==> src/hw/rtl/wqe_pkg.sv <==
// ----------------------------------------------------------------------------
// wqe_pkg
// shared types, constants and helpers of the weighted quantile engine
// ----------------------------------------------------------------------------
`default_nettype none

package wqe_pkg;

    localparam int VALUE_BITS      = 32;
    localparam int WEIGHT_BITS     = 15;
    localparam int PROB_BITS       = 17;
    localparam int FRAC_BITS       = 16;
    localparam int TYPE_BITS       = 4;
    localparam int STATUS_BITS     = 3;
    localparam int OFFSET_BITS     = 5;
    localparam int MAX_SAMPLES_DEF = 256;

    localparam logic [PROB_BITS-1:0] ONE_Q16 = PROB_BITS'(65536);

    localparam logic [1:0] CMD_PUSH  = 2'd0;
    localparam logic [1:0] CMD_QUERY = 2'd1;
    localparam logic [1:0] CMD_CLEAR = 2'd2;

    localparam logic [STATUS_BITS-1:0] ST_OK       = 3'd0;
    localparam logic [STATUS_BITS-1:0] ST_EMPTY    = 3'd1;
    localparam logic [STATUS_BITS-1:0] ST_ZERO_TOT = 3'd2;
    localparam logic [STATUS_BITS-1:0] ST_NEG_WGT  = 3'd3;
    localparam logic [STATUS_BITS-1:0] ST_OVERFLOW = 3'd4;

    localparam logic [TYPE_BITS-1:0] QT_TYPE1   = 4'd1;
    localparam logic [TYPE_BITS-1:0] QT_TYPE2   = 4'd2;
    localparam logic [TYPE_BITS-1:0] QT_TYPE3   = 4'd3;
    localparam logic [TYPE_BITS-1:0] QT_TYPE4   = 4'd4;
    localparam logic [TYPE_BITS-1:0] QT_TYPE5   = 4'd5;
    localparam logic [TYPE_BITS-1:0] QT_TYPE6   = 4'd6;
    localparam logic [TYPE_BITS-1:0] QT_TYPE7   = 4'd7;
    localparam logic [TYPE_BITS-1:0] QT_TYPE8   = 4'd8;
    localparam logic [TYPE_BITS-1:0] QT_TYPE9   = 4'd9;

    typedef struct packed {
        logic signed [VALUE_BITS-1:0] value;
        logic [WEIGHT_BITS-1:0]       weight;
    } wqe_entry_t;

    typedef struct packed {
        logic insert;
        logic rotate;
    } wqe_cell_ctrl_t;

    typedef enum logic [2:0] {
        S_IDLE,
        S_SCAN_TOTAL,
        S_TOTAL,
        S_PREP,
        S_SCAN_FIND,
        S_RESOLVE,
        S_INTERP
    } wqe_state_t;

    typedef enum logic [1:0] {
        IP_IDLE,
        IP_MUL,
        IP_DIV
    } wqe_ip_state_t;

    // grid start offset in 1/24 units
    function automatic logic [OFFSET_BITS-1:0] start_24(input logic [TYPE_BITS-1:0] t);
        logic [OFFSET_BITS-1:0] r;
        case (t)
            QT_TYPE4: r = 5'd24;
            QT_TYPE5: r = 5'd12;
            QT_TYPE6: r = 5'd24;
            QT_TYPE8: r = 5'd16;
            QT_TYPE9: r = 5'd15;
            default:  r = 5'd0;
        endcase
        return r;
    endfunction

    // grid end offset in 1/24 units
    function automatic logic [OFFSET_BITS-1:0] end_24(input logic [TYPE_BITS-1:0] t);
        logic [OFFSET_BITS-1:0] r;
        case (t)
            QT_TYPE5: r = 5'd12;
            QT_TYPE6: r = 5'd24;
            QT_TYPE8: r = 5'd16;
            QT_TYPE9: r = 5'd15;
            default:  r = 5'd0;
        endcase
        return r;
    endfunction

    // floor of the halved sum
    function automatic logic signed [VALUE_BITS-1:0] avg_floor(
        input logic signed [VALUE_BITS-1:0] a,
        input logic signed [VALUE_BITS-1:0] b
    );
        logic signed [VALUE_BITS:0] s;
        s = {a[VALUE_BITS-1], a} + {b[VALUE_BITS-1], b};
        return s[VALUE_BITS:1];
    endfunction

endpackage

`default_nettype wire

==> src/hw/rtl/wqe_interp.sv <==
// ----------------------------------------------------------------------------
// wqe_interp
// shift-add multiply then restoring divide: q = floor((num * mag >> 16) / den)
// ----------------------------------------------------------------------------
`default_nettype none

module wqe_interp
    import wqe_pkg::*;
#(
    parameter int NUM_W = 45,
    parameter int MAG_W = 33,
    parameter int DEN_W = 28
)
(
    input  wire logic             clk,
    input  wire logic             rst_n,
    input  wire logic             start,
    input  wire logic [NUM_W-1:0] num,
    input  wire logic [MAG_W-1:0] mag,
    input  wire logic [DEN_W-1:0] den,
    output logic                  done,
    output logic [MAG_W-1:0]      q
);

    localparam int PROD_W = NUM_W + MAG_W;
    localparam int DVD_W  = PROD_W - FRAC_BITS;
    localparam int CW     = $clog2(DVD_W + 1);

    wqe_ip_state_t      state_reg, state_next;
    logic [CW-1:0]      cnt_reg, cnt_next;
    logic [PROD_W-1:0]  prod_reg, prod_next;
    logic [PROD_W-1:0]  num_sh_reg, num_sh_next;
    logic [MAG_W-1:0]   mag_reg, mag_next;
    logic [DVD_W-1:0]   dvd_reg, dvd_next;
    logic [DEN_W-1:0]   rem_reg, rem_next;
    logic               done_reg, done_next;
    logic [PROD_W-1:0]  sum;
    logic [DEN_W:0]     rem_sh;
    logic               qbit;

    assign done = done_reg;
    assign q    = dvd_reg[MAG_W-1:0];

    always_comb
    begin
        state_next  = state_reg;
        cnt_next    = cnt_reg;
        prod_next   = prod_reg;
        num_sh_next = num_sh_reg;
        mag_next    = mag_reg;
        dvd_next    = dvd_reg;
        rem_next    = rem_reg;
        done_next   = 1'b0;
        sum         = prod_reg + (mag_reg[0] ? num_sh_reg : '0);
        rem_sh      = {rem_reg, dvd_reg[DVD_W-1]};
        qbit        = (rem_sh >= {1'b0, den});
        case (state_reg)
            IP_IDLE:
            begin
                if (start)
                begin
                    num_sh_next = PROD_W'(num);
                    mag_next    = mag;
                    prod_next   = '0;
                    cnt_next    = CW'(MAG_W - 1);
                    state_next  = IP_MUL;
                end
            end
            IP_MUL:
            begin
                prod_next   = sum;
                num_sh_next = num_sh_reg << 1;
                mag_next    = mag_reg >> 1;
                if (cnt_reg == '0)
                begin
                    dvd_next   = sum[PROD_W-1:FRAC_BITS];
                    rem_next   = '0;
                    cnt_next   = CW'(DVD_W - 1);
                    state_next = IP_DIV;
                end
                else
                begin
                    cnt_next = cnt_reg - 1'b1;
                end
            end
            IP_DIV:
            begin
                rem_next = qbit ? DEN_W'(rem_sh - {1'b0, den}) : rem_sh[DEN_W-1:0];
                dvd_next = {dvd_reg[DVD_W-2:0], qbit};
                if (cnt_reg == '0)
                begin
                    done_next  = 1'b1;
                    state_next = IP_IDLE;
                end
                else
                begin
                    cnt_next = cnt_reg - 1'b1;
                end
            end
            default:
            begin
                state_next = IP_IDLE;
            end
        endcase
    end

    always_ff @(posedge clk or negedge rst_n)
    begin
        if (!rst_n)
        begin
            state_reg <= IP_IDLE;
            done_reg  <= 1'b0;
            cnt_reg   <= '0;
        end
        else
        begin
            state_reg <= state_next;
            done_reg  <= done_next;
            cnt_reg   <= cnt_next;
        end
    end

    always_ff @(posedge clk)
    begin
        prod_reg   <= prod_next;
        num_sh_reg <= num_sh_next;
        mag_reg    <= mag_next;
        dvd_reg    <= dvd_next;
        rem_reg    <= rem_next;
    end

endmodule

`default_nettype wire

==> config.mk <==
export PLATFORM = sky130hd
export DESIGN_NAME = wqe_interp
export DESIGN_NICKNAME = d
export VERILOG_FILES = /design/src/hw/rtl/wqe_pkg.sv /design/src/hw/rtl/wqe_interp.sv
export SDC_FILE = /design/constraint.sdc
export NUM_CORES = 1
export LEC_CHECK = 0
export BUFFER_PORTS_ARGS = -buffer_cell sky130_fd_sc_hd__buf_2
export CAP_MARGIN = 25
export CORE_ASPECT_RATIO = 1.1
export CORE_MARGIN = 5
export CORE_UTILIZATION = 45
export CTS_CLUSTER_SIZE = 8
export DETAILED_ROUTE_END_ITERATION = 6
export GPL_ROUTABILITY_DRIVEN = 1
export PLACE_DENSITY_LB_ADDON = 0.12
export SYNTH_ARGS = -nofsm -noshare
export SYNTH_HDL_FRONTEND = slang
export SYNTH_SLANG_ARGS = --single-unit
export TNS_END_PERCENT = 20
==> constraint.sdc <==
create_clock -name clk -period 27.4 [get_ports clk]
set_input_delay 8.22 -clock clk [delete_from_list [all_inputs] [get_ports clk]]
set_output_delay 8.22 -clock clk [all_outputs]
set_load 0.02 [all_outputs]
==> results.md <==
* Reg-to-reg startpoint: mag_reg[0]
* Synth area leader: edfxtp_1
* FILL cells at 3,848
* CTS Hold Buffers Added at 0
* Footprint of the multi-input gates at 9110 µm²
* Crit path capture type: flip-flop
* Sequential area share after synthesis at 46.4%
* Async set-or-reset flop fraction in the synthesized netlist at 3.13%
* Sw Pwr at 0.315 mW
* Slew Viols, Final at 0
* FMAX at 0.0878 GHz
* Power per cell area at 59.6 nW/µm²
* Synth top area cells: edfxtp_1 (45%), ha_1 (7.5%), mux2_2 (4.8%)
* Die Y at 223 µm
* Setup repair bufs after CTS at 0
* Post-Route WL at 43.3 mm
* Grt ovf at 0
* Ys Warns at 0
* Crit path max fanout at 27
* Worst hold start: cnt_reg[5]
* Internal power at 0.908 mW
* GRT Total Usage at 18.7%
* Startpoint Class: input port
* Clk_lat worst skew at 530 ps
* Avg WL per Cell at 17.9 µm
* H-tree levels at 2
* RSZ-0062 raised after global routing: no
* Cell variety after synth at 76
* First-pass DRT Iterations at 5
* Synth Register Bits at 288
* DRC at 0
* Vias at 13,500
* Share of the synthesized area in the top cell type at 45.2%
* TritonCTS buffer count at 42
* CP arrival at 11,680 ps
* Reg area at 8600 µm²
* Seq pwr share at 46.3%
* Lkg Pwr at 8.32 nW
* Tot Pwr at 1.22 mW
* Die Area at 45,300 µm²
* Period minus WS final at 11,380 ps
* Cells after synthesis at 1,811
* CTS root buffer: clkbuf_16
* Die width at 203 µm
* Post-layout nets at 2,104
* Initial antenna violation count at 1
* Core area at 41,000 µm²
* Avg Synthesized Cell Area at 10.2 µm²
* Setup_tns at 0 ps
* Outcome: finished clean
* DRT iter0 DRCs at 781
* Mapped Area at 18,500 µm²
* Detail Placement HPWL at 30.7 mm
* Vias/cell at 5.58
* Tightest Pin Transition at 1070 ps
* Post-synth EDFFs at 279
* Clock buffer depth at 3
* P&R area growth vs syn at 10.7%
* Setup Skew at 14.0 ps
* Initial Util at 45.2%
* CP Data Required Time at 27,690 ps
* Post_cts resized at 0
* Pin count of the biggest net entering global routing at 190
* Clock power share at 37.9%
* Port Buffer Count at 142
* # IOs at 143
* Layout cells sized above 1 at 16.1%
* Reg clk slew, reported paths at 60 ps
* Worst min path class: flip-flop to flip-flop
* Routed Antenna Nets at 0
* Final Wtd Congestion at 0.892
* Slew margin rel. at 28.6%
* Syn_nets at 2,033
* Comb power frac at 15.8%
* Maximum VDD drop at 37.5 µV
* Max Cap Viol at 0
* Critical path class: input port to flip-flop
* TritonCTS clock tree: built
* Site Rows at 78
* Crit path from: den[8]
* Switching share of power at 25.8%
* First-pass GRT wire length at 70.5 mm
* Final Cycle Share at 41.5%
* Fin. Hold Viols at 0
* Diodes inserted at 0
* Number of global-route vias before repair at 13,700
* Setup-failing EPs final at 0
* Top_reg_cell synth: edfxtp_1
* Clock Sinks at 288
## logic make-up (layout without fill, tap and decap cells)
logic type	after synthesis	in the layout	share of synthesized area, %
AO/OA/AOI/OAI	456	456	15.8
XOR/XNOR	98	98	4.63
adder cells (fa/ha/maj)	113	113	7.71
buffers and inverters	186	270	4.65
flip-flops	288	288	46.4
multiplexers	93	93	5.56
AND/OR/NAND/NOR	577	577	15.2
## power by group through the flow
stage / Sequential (mW) / Clock (mW) / Combinational (mW)
2_1_floorplan: 0.563 / 0 / 0.162
3_3_place_gp: 0.575 / 0 / 0.189
3_5_place_dp: 0.575 / 0 / 0.192
4_1_cts: 0.567 / 0.479 / 0.193
5_1_grt: 0.572 / 0.497 / 0.215
6_report: 0.566 / 0.464 / 0.193
## layout make-up
type	count	share of cell area, %
inverter	63	1.15
multi-input combinational	1337	44.4
sequential	288	41.9
timing repair buffer	150	3.82
clock inverter	3	0.0793
clock buffer	54	5.45
tap	520	3.17
## worst max-delay path, cell delays in order
cell	delay [ps]
buf_2	80
inv_1	40
ha_1	360
a211o_1	290
or3_1	320
o21a_1	240
a211oi_4	390
a21oi_2	120
nor4_4	820
buf_4	460
o21ai_0	160
and2_1	170
## routing by layer
| layer | GRT usage [%] | routed length, µm | part of all wire (%) |
|---|---|---|---|
| met1 | 25.0 | 19700 | 46 |
| met2 | 31.8 | 20800 | 48 |
| met5 | 0 | 7 | 0.016 |
| met3 | 3.01 | 1840 | 4.2 |
| met4 | 5.01 | 988 | 2.3 |
## synthesized netlist by cell type, types with 6 or more instances
master      n
a211oi_1   11
a21o_1     56
a21oi_1   126
a31oi_1    11
and2_1    123
and3_1      7
buf_2       8
buf_4      34
clkbuf_1   75
dfrtp_1     9
edfxtp_1  279
ha_1      111
inv_1      62
mux2_2     79
mux2i_1    14
nand2_1   152
nand2b_1    9
nand3_1    21
nand4_1    38
nor2_1    158
nor2b_1    14
nor3_1     24
nor4_1      9
o211ai_1    9
o21a_1     18
o21ai_0   122
o21ai_1    14
o21bai_1   18
or2_2       6
xnor2_1    60
xor2_1     38
## through the flow
stage               cells  instance area, µm²  util [%]  setup WS [ps]  hold slack, ps
floorplan            1811               18500         -          11020             466
global placement     2358               19400      47.3          15570             489
detailed placement   2358               19400      47.3          15470             502
CTS                  2415               20500      50.1          16030             513
global route         2415               20500      50.1          15780             552
finish               2415               20500      50.1          16020             503
## final timing paths
kind,end,slack [ps],depth (start not counted)
max,rem_reg[12],16020,12
min,cnt_reg[5],500,2
max reg2reg,dvd_reg[60],22830,15
min reg2reg,cnt_reg[5],500,2
max in group asynchronous,cnt_reg[1],19670,1
min in group asynchronous,cnt_reg[3],7540,1
## layout by cell type, fill, tap and decap left out, types with 11 or more instances in the layout
master,instances
mux2_2,79
o21ai_0,120
o21bai_1,18
edfxtp_1,279
nand3_1,21
inv_1,62
xor2_1,38
a21oi_1,126
clkbuf_1,11
clkbuf_16,43
mux2i_1,14
xnor2_1,60
a21o_1,56
and2_1,123
ha_1,109
a31oi_1,11
a211oi_1,11
nor2_1,158
buf_2,142
o21a_1,18
nor2b_1,14
o21ai_1,14
nand2_1,152
nand4_1,38
nor3_1,24
Note: power is estimated with default switching activity, not from simulation.
