File: config.mk
export PLATFORM = sky130hd
export DESIGN_NAME = wqe_cell
export DESIGN_NICKNAME = d
export VERILOG_FILES = /design/src/hw/rtl/wqe_pkg.sv /design/src/hw/rtl/wqe_cell.sv
export SDC_FILE = /design/constraint.sdc
export NUM_CORES = 1
export LEC_CHECK = 0
export ABC_AREA = 1
export BUFFER_PORTS_ARGS = -buffer_cell sky130_fd_sc_hd__clkbuf_2
export CAP_MARGIN = 20
export CORE_ASPECT_RATIO = 0.8
export CORE_MARGIN = 2
export CORE_UTILIZATION = 44
export CTS_CLUSTER_SIZE = 20
export DETAILED_ROUTE_END_ITERATION = 10
export PLACE_DENSITY = 0.8
export SYNTH_ARGS = -nofsm -noshare
export SYNTH_HDL_FRONTEND = slang
export SYNTH_SLANG_ARGS = --single-unit
File: constraint.sdc
create_clock -name clk -period 4.05 [get_ports clk]
set_input_delay 0.405 -clock clk [delete_from_list [all_inputs] [get_ports clk]]
set_output_delay 0.405 -clock clk [all_outputs]
set_load 0.05 [all_outputs]
File: src/hw/rtl/wqe_pkg.sv
// ----------------------------------------------------------------------------
// wqe_pkg
// shared types, constants and helpers of the weighted quantile engine
// ----------------------------------------------------------------------------
`default_nettype none

package wqe_pkg;

    localparam int VALUE_BITS      = 32;
    localparam int WEIGHT_BITS     = 15;
    localparam int PROB_BITS       = 17;
    localparam int FRAC_BITS       = 16;
    localparam int TYPE_BITS       = 4;
    localparam int STATUS_BITS     = 3;
    localparam int OFFSET_BITS     = 5;
    localparam int MAX_SAMPLES_DEF = 256;

    localparam logic [PROB_BITS-1:0] ONE_Q16 = PROB_BITS'(65536);

    localparam logic [1:0] CMD_PUSH  = 2'd0;
    localparam logic [1:0] CMD_QUERY = 2'd1;
    localparam logic [1:0] CMD_CLEAR = 2'd2;

    localparam logic [STATUS_BITS-1:0] ST_OK       = 3'd0;
    localparam logic [STATUS_BITS-1:0] ST_EMPTY    = 3'd1;
    localparam logic [STATUS_BITS-1:0] ST_ZERO_TOT = 3'd2;
    localparam logic [STATUS_BITS-1:0] ST_NEG_WGT  = 3'd3;
    localparam logic [STATUS_BITS-1:0] ST_OVERFLOW = 3'd4;

    localparam logic [TYPE_BITS-1:0] QT_TYPE1   = 4'd1;
    localparam logic [TYPE_BITS-1:0] QT_TYPE2   = 4'd2;
    localparam logic [TYPE_BITS-1:0] QT_TYPE3   = 4'd3;
    localparam logic [TYPE_BITS-1:0] QT_TYPE4   = 4'd4;
    localparam logic [TYPE_BITS-1:0] QT_TYPE5   = 4'd5;
    localparam logic [TYPE_BITS-1:0] QT_TYPE6   = 4'd6;
    localparam logic [TYPE_BITS-1:0] QT_TYPE7   = 4'd7;
    localparam logic [TYPE_BITS-1:0] QT_TYPE8   = 4'd8;
    localparam logic [TYPE_BITS-1:0] QT_TYPE9   = 4'd9;

    typedef struct packed {
        logic signed [VALUE_BITS-1:0] value;
        logic [WEIGHT_BITS-1:0]       weight;
    } wqe_entry_t;

    typedef struct packed {
        logic insert;
        logic rotate;
    } wqe_cell_ctrl_t;

    typedef enum logic [2:0] {
        S_IDLE,
        S_SCAN_TOTAL,
        S_TOTAL,
        S_PREP,
        S_SCAN_FIND,
        S_RESOLVE,
        S_INTERP
    } wqe_state_t;

    typedef enum logic [1:0] {
        IP_IDLE,
        IP_MUL,
        IP_DIV
    } wqe_ip_state_t;

    // grid start offset in 1/24 units
    function automatic logic [OFFSET_BITS-1:0] start_24(input logic [TYPE_BITS-1:0] t);
        logic [OFFSET_BITS-1:0] r;
        case (t)
            QT_TYPE4: r = 5'd24;
            QT_TYPE5: r = 5'd12;
            QT_TYPE6: r = 5'd24;
            QT_TYPE8: r = 5'd16;
            QT_TYPE9: r = 5'd15;
            default:  r = 5'd0;
        endcase
        return r;
    endfunction

    // grid end offset in 1/24 units
    function automatic logic [OFFSET_BITS-1:0] end_24(input logic [TYPE_BITS-1:0] t);
        logic [OFFSET_BITS-1:0] r;
        case (t)
            QT_TYPE5: r = 5'd12;
            QT_TYPE6: r = 5'd24;
            QT_TYPE8: r = 5'd16;
            QT_TYPE9: r = 5'd15;
            default:  r = 5'd0;
        endcase
        return r;
    endfunction

    // floor of the halved sum
    function automatic logic signed [VALUE_BITS-1:0] avg_floor(
        input logic signed [VALUE_BITS-1:0] a,
        input logic signed [VALUE_BITS-1:0] b
    );
        logic signed [VALUE_BITS:0] s;
        s = {a[VALUE_BITS-1], a} + {b[VALUE_BITS-1], b};
        return s[VALUE_BITS:1];
    endfunction

endpackage

`default_nettype wire

File: src/hw/rtl/wqe_cell.sv
// ----------------------------------------------------------------------------
// wqe_cell
// one slot of the sorted sample chain: holds, inserts, shifts or rotates
// ----------------------------------------------------------------------------
`default_nettype none

module wqe_cell
    import wqe_pkg::*;
(
    input  wire logic           clk,
    input  wire wqe_cell_ctrl_t ctrl,
    input  wire logic           occ,
    input  wire wqe_entry_t     ins_entry,
    input  wire wqe_entry_t     left_entry,
    input  wire logic           left_keep,
    input  wire wqe_entry_t     right_entry,
    output wqe_entry_t          entry,
    output logic                keep
);

    wqe_entry_t entry_reg;
    wqe_entry_t entry_next;

    assign entry = entry_reg;
    assign keep  = occ && ($signed(entry_reg.value) <= $signed(ins_entry.value));

    always_comb
    begin
        entry_next = entry_reg;
        if (ctrl.insert)
        begin
            if (!keep)
            begin
                entry_next = left_keep ? ins_entry : left_entry;
            end
        end
        else if (ctrl.rotate)
        begin
            entry_next = right_entry;
        end
    end

    always_ff @(posedge clk)
    begin
        entry_reg <= entry_next;
    end

endmodule

`default_nettype wire

==> reports/results.tsv, run 1 <==
metric	value	unit
tritoncts_clock_tree	done	
critPathRequiredTime	4020	ps
p_leak	2.281	nW
yosys_warnings	0	
count_of_flip_flops_with_a_built_in_enable_after_synthesis	47	
h_tree_level_count	2	
slowest_delay	470	ps
post_layout_nonfiller_instances	676	
yosys_register_bits	47	
gp_congestion	0.8627	
routed_via_density	5.031	
worst_pin_slew	874.4	ps
synth_area_leaders	sky130_fd_sc_hd__edfxtp_1, sky130_fd_sc_hd__ha_1, sky130_fd_sc_hd__nand2_1	
cts-hold-fix-buffers	0	
power_density_over_the_cells	338.8	nW/um2
design.core.area	6993	um2
final-seq-area	1411	um2
grt.overflow.total	0	
grt.total_usage	0.2345	
final_nets	766	
report.final.setup_viol	0	
grt_pass1_vias	3306	
timing.fmax	349.6	MHz
multi_input_area	1575	um2
cpMostUsedCell	sky130_fd_sc_hd__nand2_1	
detail_route.wl_per_cell	14.07	um
status	complete, no violations	
crit-reg2reg-launch	entry[46]	
ys_types	24	
clockRootBuffer	sky130_fd_sc_hd__clkbuf_8	
setup.worst_path.start_class	register	
slew-limit-headroom	0.4162	
dpl_worst_slack	984.2	ps
die_height	80.75	um
drt_iter0_markers	210	
vias	3401	
timing.critical_path.slowest_stage_cell	sky130_fd_sc_hd__nand2_2	
critPathMaxFanout	25	
min_period	2860	ps
synth_area_leader_cell	sky130_fd_sc_hd__edfxtp_1	
critPathKind	register to register	
drt_drc_violations_left	0	
drv_slew	0	
critical_path.endpoint_type	register	
timing.hold.worst.class	input port to register	
antenna_cells	0	
rsz0062_at_grt	false	
r2r-end	entry[10]	
layout.filler_cells	634	
timing.critical_path.cells	ha_1, nand2_1, nor2_2, nand2_2, nor3b_2, nand2_1, nand3_1, nand3_1, nand2_1, nand2_1, nand2_2, buf_4	
io_buffer_count	193	
clock_sink_count	47	
max-cap-violations	0	
arrival_time_of_the_worst_setup_path	2830	ps
min_delay_path_depth	3	
antenna_found_initial	0	
synthMostInstantiatedCell	sky130_fd_sc_hd__nand2_1	
cts.clk_slew.worst_paths	80	ps
portion_of_the_post_synthesis_area_used_by_sequential_elements	0.4357	
drive_gt1_frac	0.3565	
syn-instance-count	405	
clockBufferDepth	2	
post_place_instance_area	4249	um2
synthesis.area_per_instance	7.998	um2
worst_ir_drop_vdd	151.3	uV
grt_max_degree	50	
flip_flop_count_of_the_largest_register_all_copies_and_words_added	47	
clk_latency	290	ps
io_pins	194	
die_w	99.93	um
postRouteWirelength	9509	um
reg2reg_slack	1190	ps
holdPathEnd	entry[15]	
dp_cells	668	
yosys_most_used_dff	sky130_fd_sc_hd__edfxtp_1	
mapped_nets	583	
ant_nets	0	
layout_worst_path_cycle_share	0.7062	
floorplan.rows	27	
timing.hold.worst.start	right_entry[15]	
synth.cell_area	3239	um2
synth_commonest_cells	sky130_fd_sc_hd__nand2_1, sky130_fd_sc_hd__o21ai_0, sky130_fd_sc_hd__nor2_1	
synth_async_sr_flop_share	0	
finalInstanceArea	4329	um2
die_outline_area	8069	um2
first_pass_grt_wire_length	15150	um
cts.repair_timing.setup_buffer_count	0	
final_hold_vio_count	0	
start_util	0.4632	
cells_resized_by_post_cts_repair	0	
ff2ff_path_depth	12	
final.setup_skew	7.202	ps
cts-buffers-inserted	5	
detailedPlacementHpwl	7453	um
area_growth_syn_to_layout	33.64	%
tns	0	ps
synth_top_area_share	0.4357	
final.setup.worst_slack	1190	ps
drt_first_pass_iters	4	
==> kinds of logic (layout without fill, tap and decap cells) <==
family / after synthesis / after routing / share of synthesized area
AND/OR/NAND/NOR: 149 / 149 / 0.1835
AO/OA/AOI/OAI: 113 / 113 / 0.1784
flip-flops: 47 / 47 / 0.4357
buffers and inverters: 64 / 248 / 0.07879
adder cells (fa/ha/maj): 32 / 32 / 0.1236
==> how the worst max path moves through the flow <==
stage          slack, ps          start  depth (start not counted)        end
2_1_floorplan        820      entry[46]                         11   entry[0]
3_3_place_gp        1060  ins_entry[46]                         14  entry[44]
3_5_place_dp         980  ins_entry[46]                         14  entry[41]
4_1_cts             1120      entry[46]                         12  entry[10]
5_1_grt              900      entry[38]                         12  entry[10]
6_report            1190      entry[46]                         12  entry[10]
==> per-layer routing <==
layer | GRT usage | vias to the layer above | routed length, um
met1 | 0.2913 | 1532 | 3972
met3 | 0.05164 | 13 | 702
li1 | - | 1724 | -
met4 | 0.05342 | 0 | 136
met5 | 0 | - | 0
met2 | 0.4223 | 132 | 4698
==> where the power goes <==
group          switching [mW]  leakage, nW  internal, mW
combinational           0.395         1.77         0.169
clock                   0.147       0.0403         0.118
sequential             0.0284        0.467         0.610
==> critical path, delay by kind of cell (launching register included) <==
family,cells,cell delay (ps)
adders and majority gates,1,350
DFF,1,400
buffers and inverters,1,380
and+or+nand+nor,10,1390
==> per-stage QoR <==
step | hold slack [ps] | total power [mW] | util
floorplan | 596.2 | 1.029 | -
global placement | 691.9 | 1.200 | 0.6076
detailed placement | 694.8 | 1.215 | 0.6076
CTS | 394.1 | 1.478 | 0.6191
global route | 396.9 | 1.550 | 0.6191
finish | 401.0 | 1.467 | 0.6191
==> cell type report <==
cell class | instances | share of cell area
Clock buffer | 6 | 0.01676
Clock inverter | 2 | 0.001734
Inverter | 44 | 0.03815
Multi-Input combinational cell | 294 | 0.3639
Sequential cell | 47 | 0.3260
Tap cell | 87 | 0.02514
Timing Repair Buffer | 196 | 0.2283
==> cell usage in the layout (no fill, tap or decap) <==
cell type	n
sky130_fd_sc_hd__a21oi_1	13
sky130_fd_sc_hd__clkinv_1	3
sky130_fd_sc_hd__inv_1	42
sky130_fd_sc_hd__edfxtp_1	47
sky130_fd_sc_hd__clkbuf_1	1
sky130_fd_sc_hd__nand2_2	2
sky130_fd_sc_hd__nand4_1	2
sky130_fd_sc_hd__o21a_2	1
sky130_fd_sc_hd__clkbuf_2	193
sky130_fd_sc_hd__nand2_1	84
sky130_fd_sc_hd__nor3b_2	1
sky130_fd_sc_hd__o21ai_1	37
sky130_fd_sc_hd__nand3_1	4
sky130_fd_sc_hd__nor2_1	53
sky130_fd_sc_hd__nor2_2	2
sky130_fd_sc_hd__o21ai_0	59
sky130_fd_sc_hd__inv_2	1
sky130_fd_sc_hd__buf_4	3
sky130_fd_sc_hd__ha_1	32
sky130_fd_sc_hd__a21oi_2	1
sky130_fd_sc_hd__o21a_1	1
sky130_fd_sc_hd__nand4_2	1
sky130_fd_sc_hd__clkbuf_8	5
sky130_fd_sc_hd__a21o_1	1
Power figures use the tool's default switching activity.
==> inputs of run 2 (changes only) <==
--- a/config.mk
+++ b/config.mk
@@ -5,7 +5,7 @@
 export SDC_FILE = /design/constraint.sdc
 export NUM_CORES = 1
 export LEC_CHECK = 0
-export ABC_AREA = 1
+export ABC_AREA = 0
 export BUFFER_PORTS_ARGS = -buffer_cell sky130_fd_sc_hd__clkbuf_2
 export CAP_MARGIN = 20
 export CORE_ASPECT_RATIO = 0.8
==> constraint.sdc (replaced) <==
create_clock -name clk -period 2.95 [get_ports clk]
set_input_delay 0.295 -clock clk [delete_from_list [all_inputs] [get_ports clk]]
set_output_delay 0.295 -clock clk [all_outputs]
set_load 0.05 [all_outputs]
==> run 2 against run 1 <==
Sequential share of layout area decreased by 0.43 points. Critical path depth decreased by 5. Synthesized area is 1.2% lower. Setup slack got worse by 990 ps. Design area rose by 1.3%. Count of clock-buffer cells in the layout shrank 1. Register-to-register slack worse by 780 ps. First-iteration DRC count decreased by 54%. Utilization rose by 1.1 points. Non-clock buffer count unchanged. Synthesized cell count fell by 20%. Combinational power rose by 33%. Critical endpoint is now keep. Largest cell class unchanged.
==> reports/results.tsv, run 2 <==
metric	value	unit
status	complete, no violations	
max-cap-violations	0	
power_switching	0.7641	mW
worst_pin_slew	771.5	ps
final-seq-area	1411	um2
finalInstanceArea	4387	um2
dp_cells	591	
cellInternalPower	1.328	mW
vias	3044	
io_pins	194	
total_power	2.092	mW
synth_area_leader_cell	sky130_fd_sc_hd__edfxtp_1	
yosys_warnings	0	
ys_types	29	
critPathKind	register to output port	
min_period	2752	ps
drt_iter0_markers	96	
final_cell_mix	sky130_fd_sc_hd__clkbuf_2, sky130_fd_sc_hd__a21oi_1, sky130_fd_sc_hd__nor2_1	
die_height	80.29	um
clockBufferDepth	2	
tns	0	ps
final.setup_skew	15.11	ps
topRoutingLayerUsed	met4	
detailedPlacementHpwl	7071	um
cts-buffers-inserted	5	
drt_first_pass_iters	5	
fraction_of_power_spent_switching_nets	0.3652	
yosys_most_used_dff	sky130_fd_sc_hd__edfxtp_1	
grt_pass1_vias	2997	
drive_gt1_frac	0.4023	
cts.clk_slew.worst_paths	100	ps
detail_route.wl_per_cell	14.40	um
flip_flop_count_of_the_largest_register_all_copies_and_words_added	47	
clock_sink_count	47	
h_tree_level_count	2	
routed_via_density	5.082	
tritoncts_clock_tree	done	
slew-limit-headroom	0.4857	
wl_met1	3640	um
post_layout_nonfiller_instances	599	
logic_pwr_share	0.359	
timing.fmax	363.4	MHz
synth_async_sr_flop_share	0	
die_w	99.36	um
first_pass_grt_wire_length	13700	um
layout.filler_cells	603	
synthesis.area_per_instance	9.878	um2
syn-instance-count	324	
power_density_over_the_cells	476.9	nW/um2
report.final.setup_viol	0	
drv_slew	0	
gp_congestion	0.8046	
postRouteWirelength	8623	um
cts.repair_timing.setup_buffer_count	0	
setup.worst_path.start_class	register	
worst_hold_slack	310.1	ps
route.met2.wl	4234	um
antenna_cells	0	
synth_commonest_cells	sky130_fd_sc_hd__a21oi_1, sky130_fd_sc_hd__nor2_1, sky130_fd_sc_hd__edfxtp_1, sky130_fd_sc_hd__mux2i_1, sky130_fd_sc_hd__inv_1	
clk_latency	300	ps
antenna_found_initial	0	
grt.overflow.total	0	
synthMostInstantiatedCell	sky130_fd_sc_hd__a21oi_1	
r2r-end	entry[34]	
worst_ir_drop_vdd	285.4	uV
area_growth_syn_to_layout	37.06	%
layout_worst_path_cycle_share	0.9328	
share_seq_of_total_power	0.414	
holdPathEnd	entry[13]	
grt_max_degree	87	
p_leak	2.297	nW
ff2ff_path_depth	7	
critPathRequiredTime	2650	ps
drt_drc_violations_left	0	
cells_resized_by_post_cts_repair	0	
synth_top_area_share	0.4410	
design.core.area	6959	um2
mapped_nets	502	
synth.cell_area	3201	um2
count_of_flip_flops_with_a_built_in_enable_after_synthesis	47	
clockRootBuffer	sky130_fd_sc_hd__clkbuf_8	
routed_met3_length	656	um
io_buffer_count	193	
timing.hold.worst.class	input port to register	
final_nets	689	
rsz0062_at_grt	false	
final_common_cell	sky130_fd_sc_hd__clkbuf_2	
start_util	0.4599	
reg2reg_slack	410	ps
ant_nets	0	
grt.total_usage	0.2187	
timing.hold.worst.start	right_entry[13]	
critical_path.endpoint_type	output port	
post_place_instance_area	4259	um2
die_outline_area	7977	um2
critPathMaxFanout	3	
arrival_time_of_the_worst_setup_path	2460	ps
min_delay_path_depth	3	
crit-reg2reg-launch	entry[29]	
multi_input_area	1614	um2
yosys_register_bits	47	
synth_area_leaders	sky130_fd_sc_hd__edfxtp_1, sky130_fd_sc_hd__mux2i_1, sky130_fd_sc_hd__ha_1	
portion_of_the_post_synthesis_area_used_by_sequential_elements	0.4410	
floorplan.rows	27	
clock_power_share	0.226	
final_hold_vio_count	0	
cts-hold-fix-buffers	0	
## run 2: worst max-delay path by stage
stage / from / to / depth (start not counted)
after floorplan: entry[29] / entry[0] / 6
after global placement: ins_entry[29] / entry[9] / 9
after detailed placement: ins_entry[29] / entry[27] / 9
after CTS: entry[29] / keep / 7
after global routing: entry[29] / keep / 7
final: entry[29] / keep / 7
## run 2: stage by stage
stage / utilization / setup WS, ps
finish: 0.6303 / 198.4
global route: 0.6303 / 13.11
CTS: 0.6280 / 52.81
detailed placement: 0.6120 / 238.5
global placement: 0.6120 / 215.4
floorplan: - / 30.00
## run 2: final cells by class
cell class / count / area share
Tap cell: 87 / 0.02481
Sequential cell: 47 / 0.3217
Multi-Input combinational cell: 227 / 0.3679
Clock inverter: 3 / 0.009698
Inverter: 34 / 0.02909
Timing Repair Buffer: 196 / 0.2310
Clock buffer: 5 / 0.01569
## run 2: worst max-delay path, cell delays in order, from the launching register on
cell	delay [ps]
sky130_fd_sc_hd__edfxtp_1	410
sky130_fd_sc_hd__ha_1	340
sky130_fd_sc_hd__nand4_1	210
sky130_fd_sc_hd__nor2_1	80
sky130_fd_sc_hd__a221o_1	330
sky130_fd_sc_hd__o31a_1	320
sky130_fd_sc_hd__o22ai_1	170
sky130_fd_sc_hd__clkbuf_2	310
## run 2: cells by family (layout without fill, tap and decap cells)
| family | after synthesis | count (layout) | synth area share |
|---|---|---|---|
| AO/OA/AOI/OAI | 75 | 75 | 0.1286 |
| multiplexers | 47 | 47 | 0.1470 |
| flip-flops | 47 | 47 | 0.4410 |
| AND/OR/NAND/NOR | 73 | 73 | 0.09812 |
| adder cells (fa/ha/maj) | 32 | 32 | 0.1251 |
| buffers and inverters | 50 | 238 | 0.06020 |
## run 2: metal layers
| metal | GRT usage | vias to the layer above |
|---|---|---|
| met3 | 0.05657 | 9 |
| met4 | 0.05342 | 0 |
| li1 | - | 1547 |
| met2 | 0.3831 | 121 |
| met5 | 0 | - |
| met1 | 0.2709 | 1367 |
## run 2: power by group through the flow
stage / logic [mW] / clock network [mW] / registers [mW]
floorplan: 0.250 / 0 / 1.13
global placement: 0.734 / 0 / 0.879
detailed placement: 0.749 / 0 / 0.883
CTS: 0.751 / 0.485 / 0.869
global route: 0.820 / 0.521 / 0.876
finish: 0.751 / 0.474 / 0.867
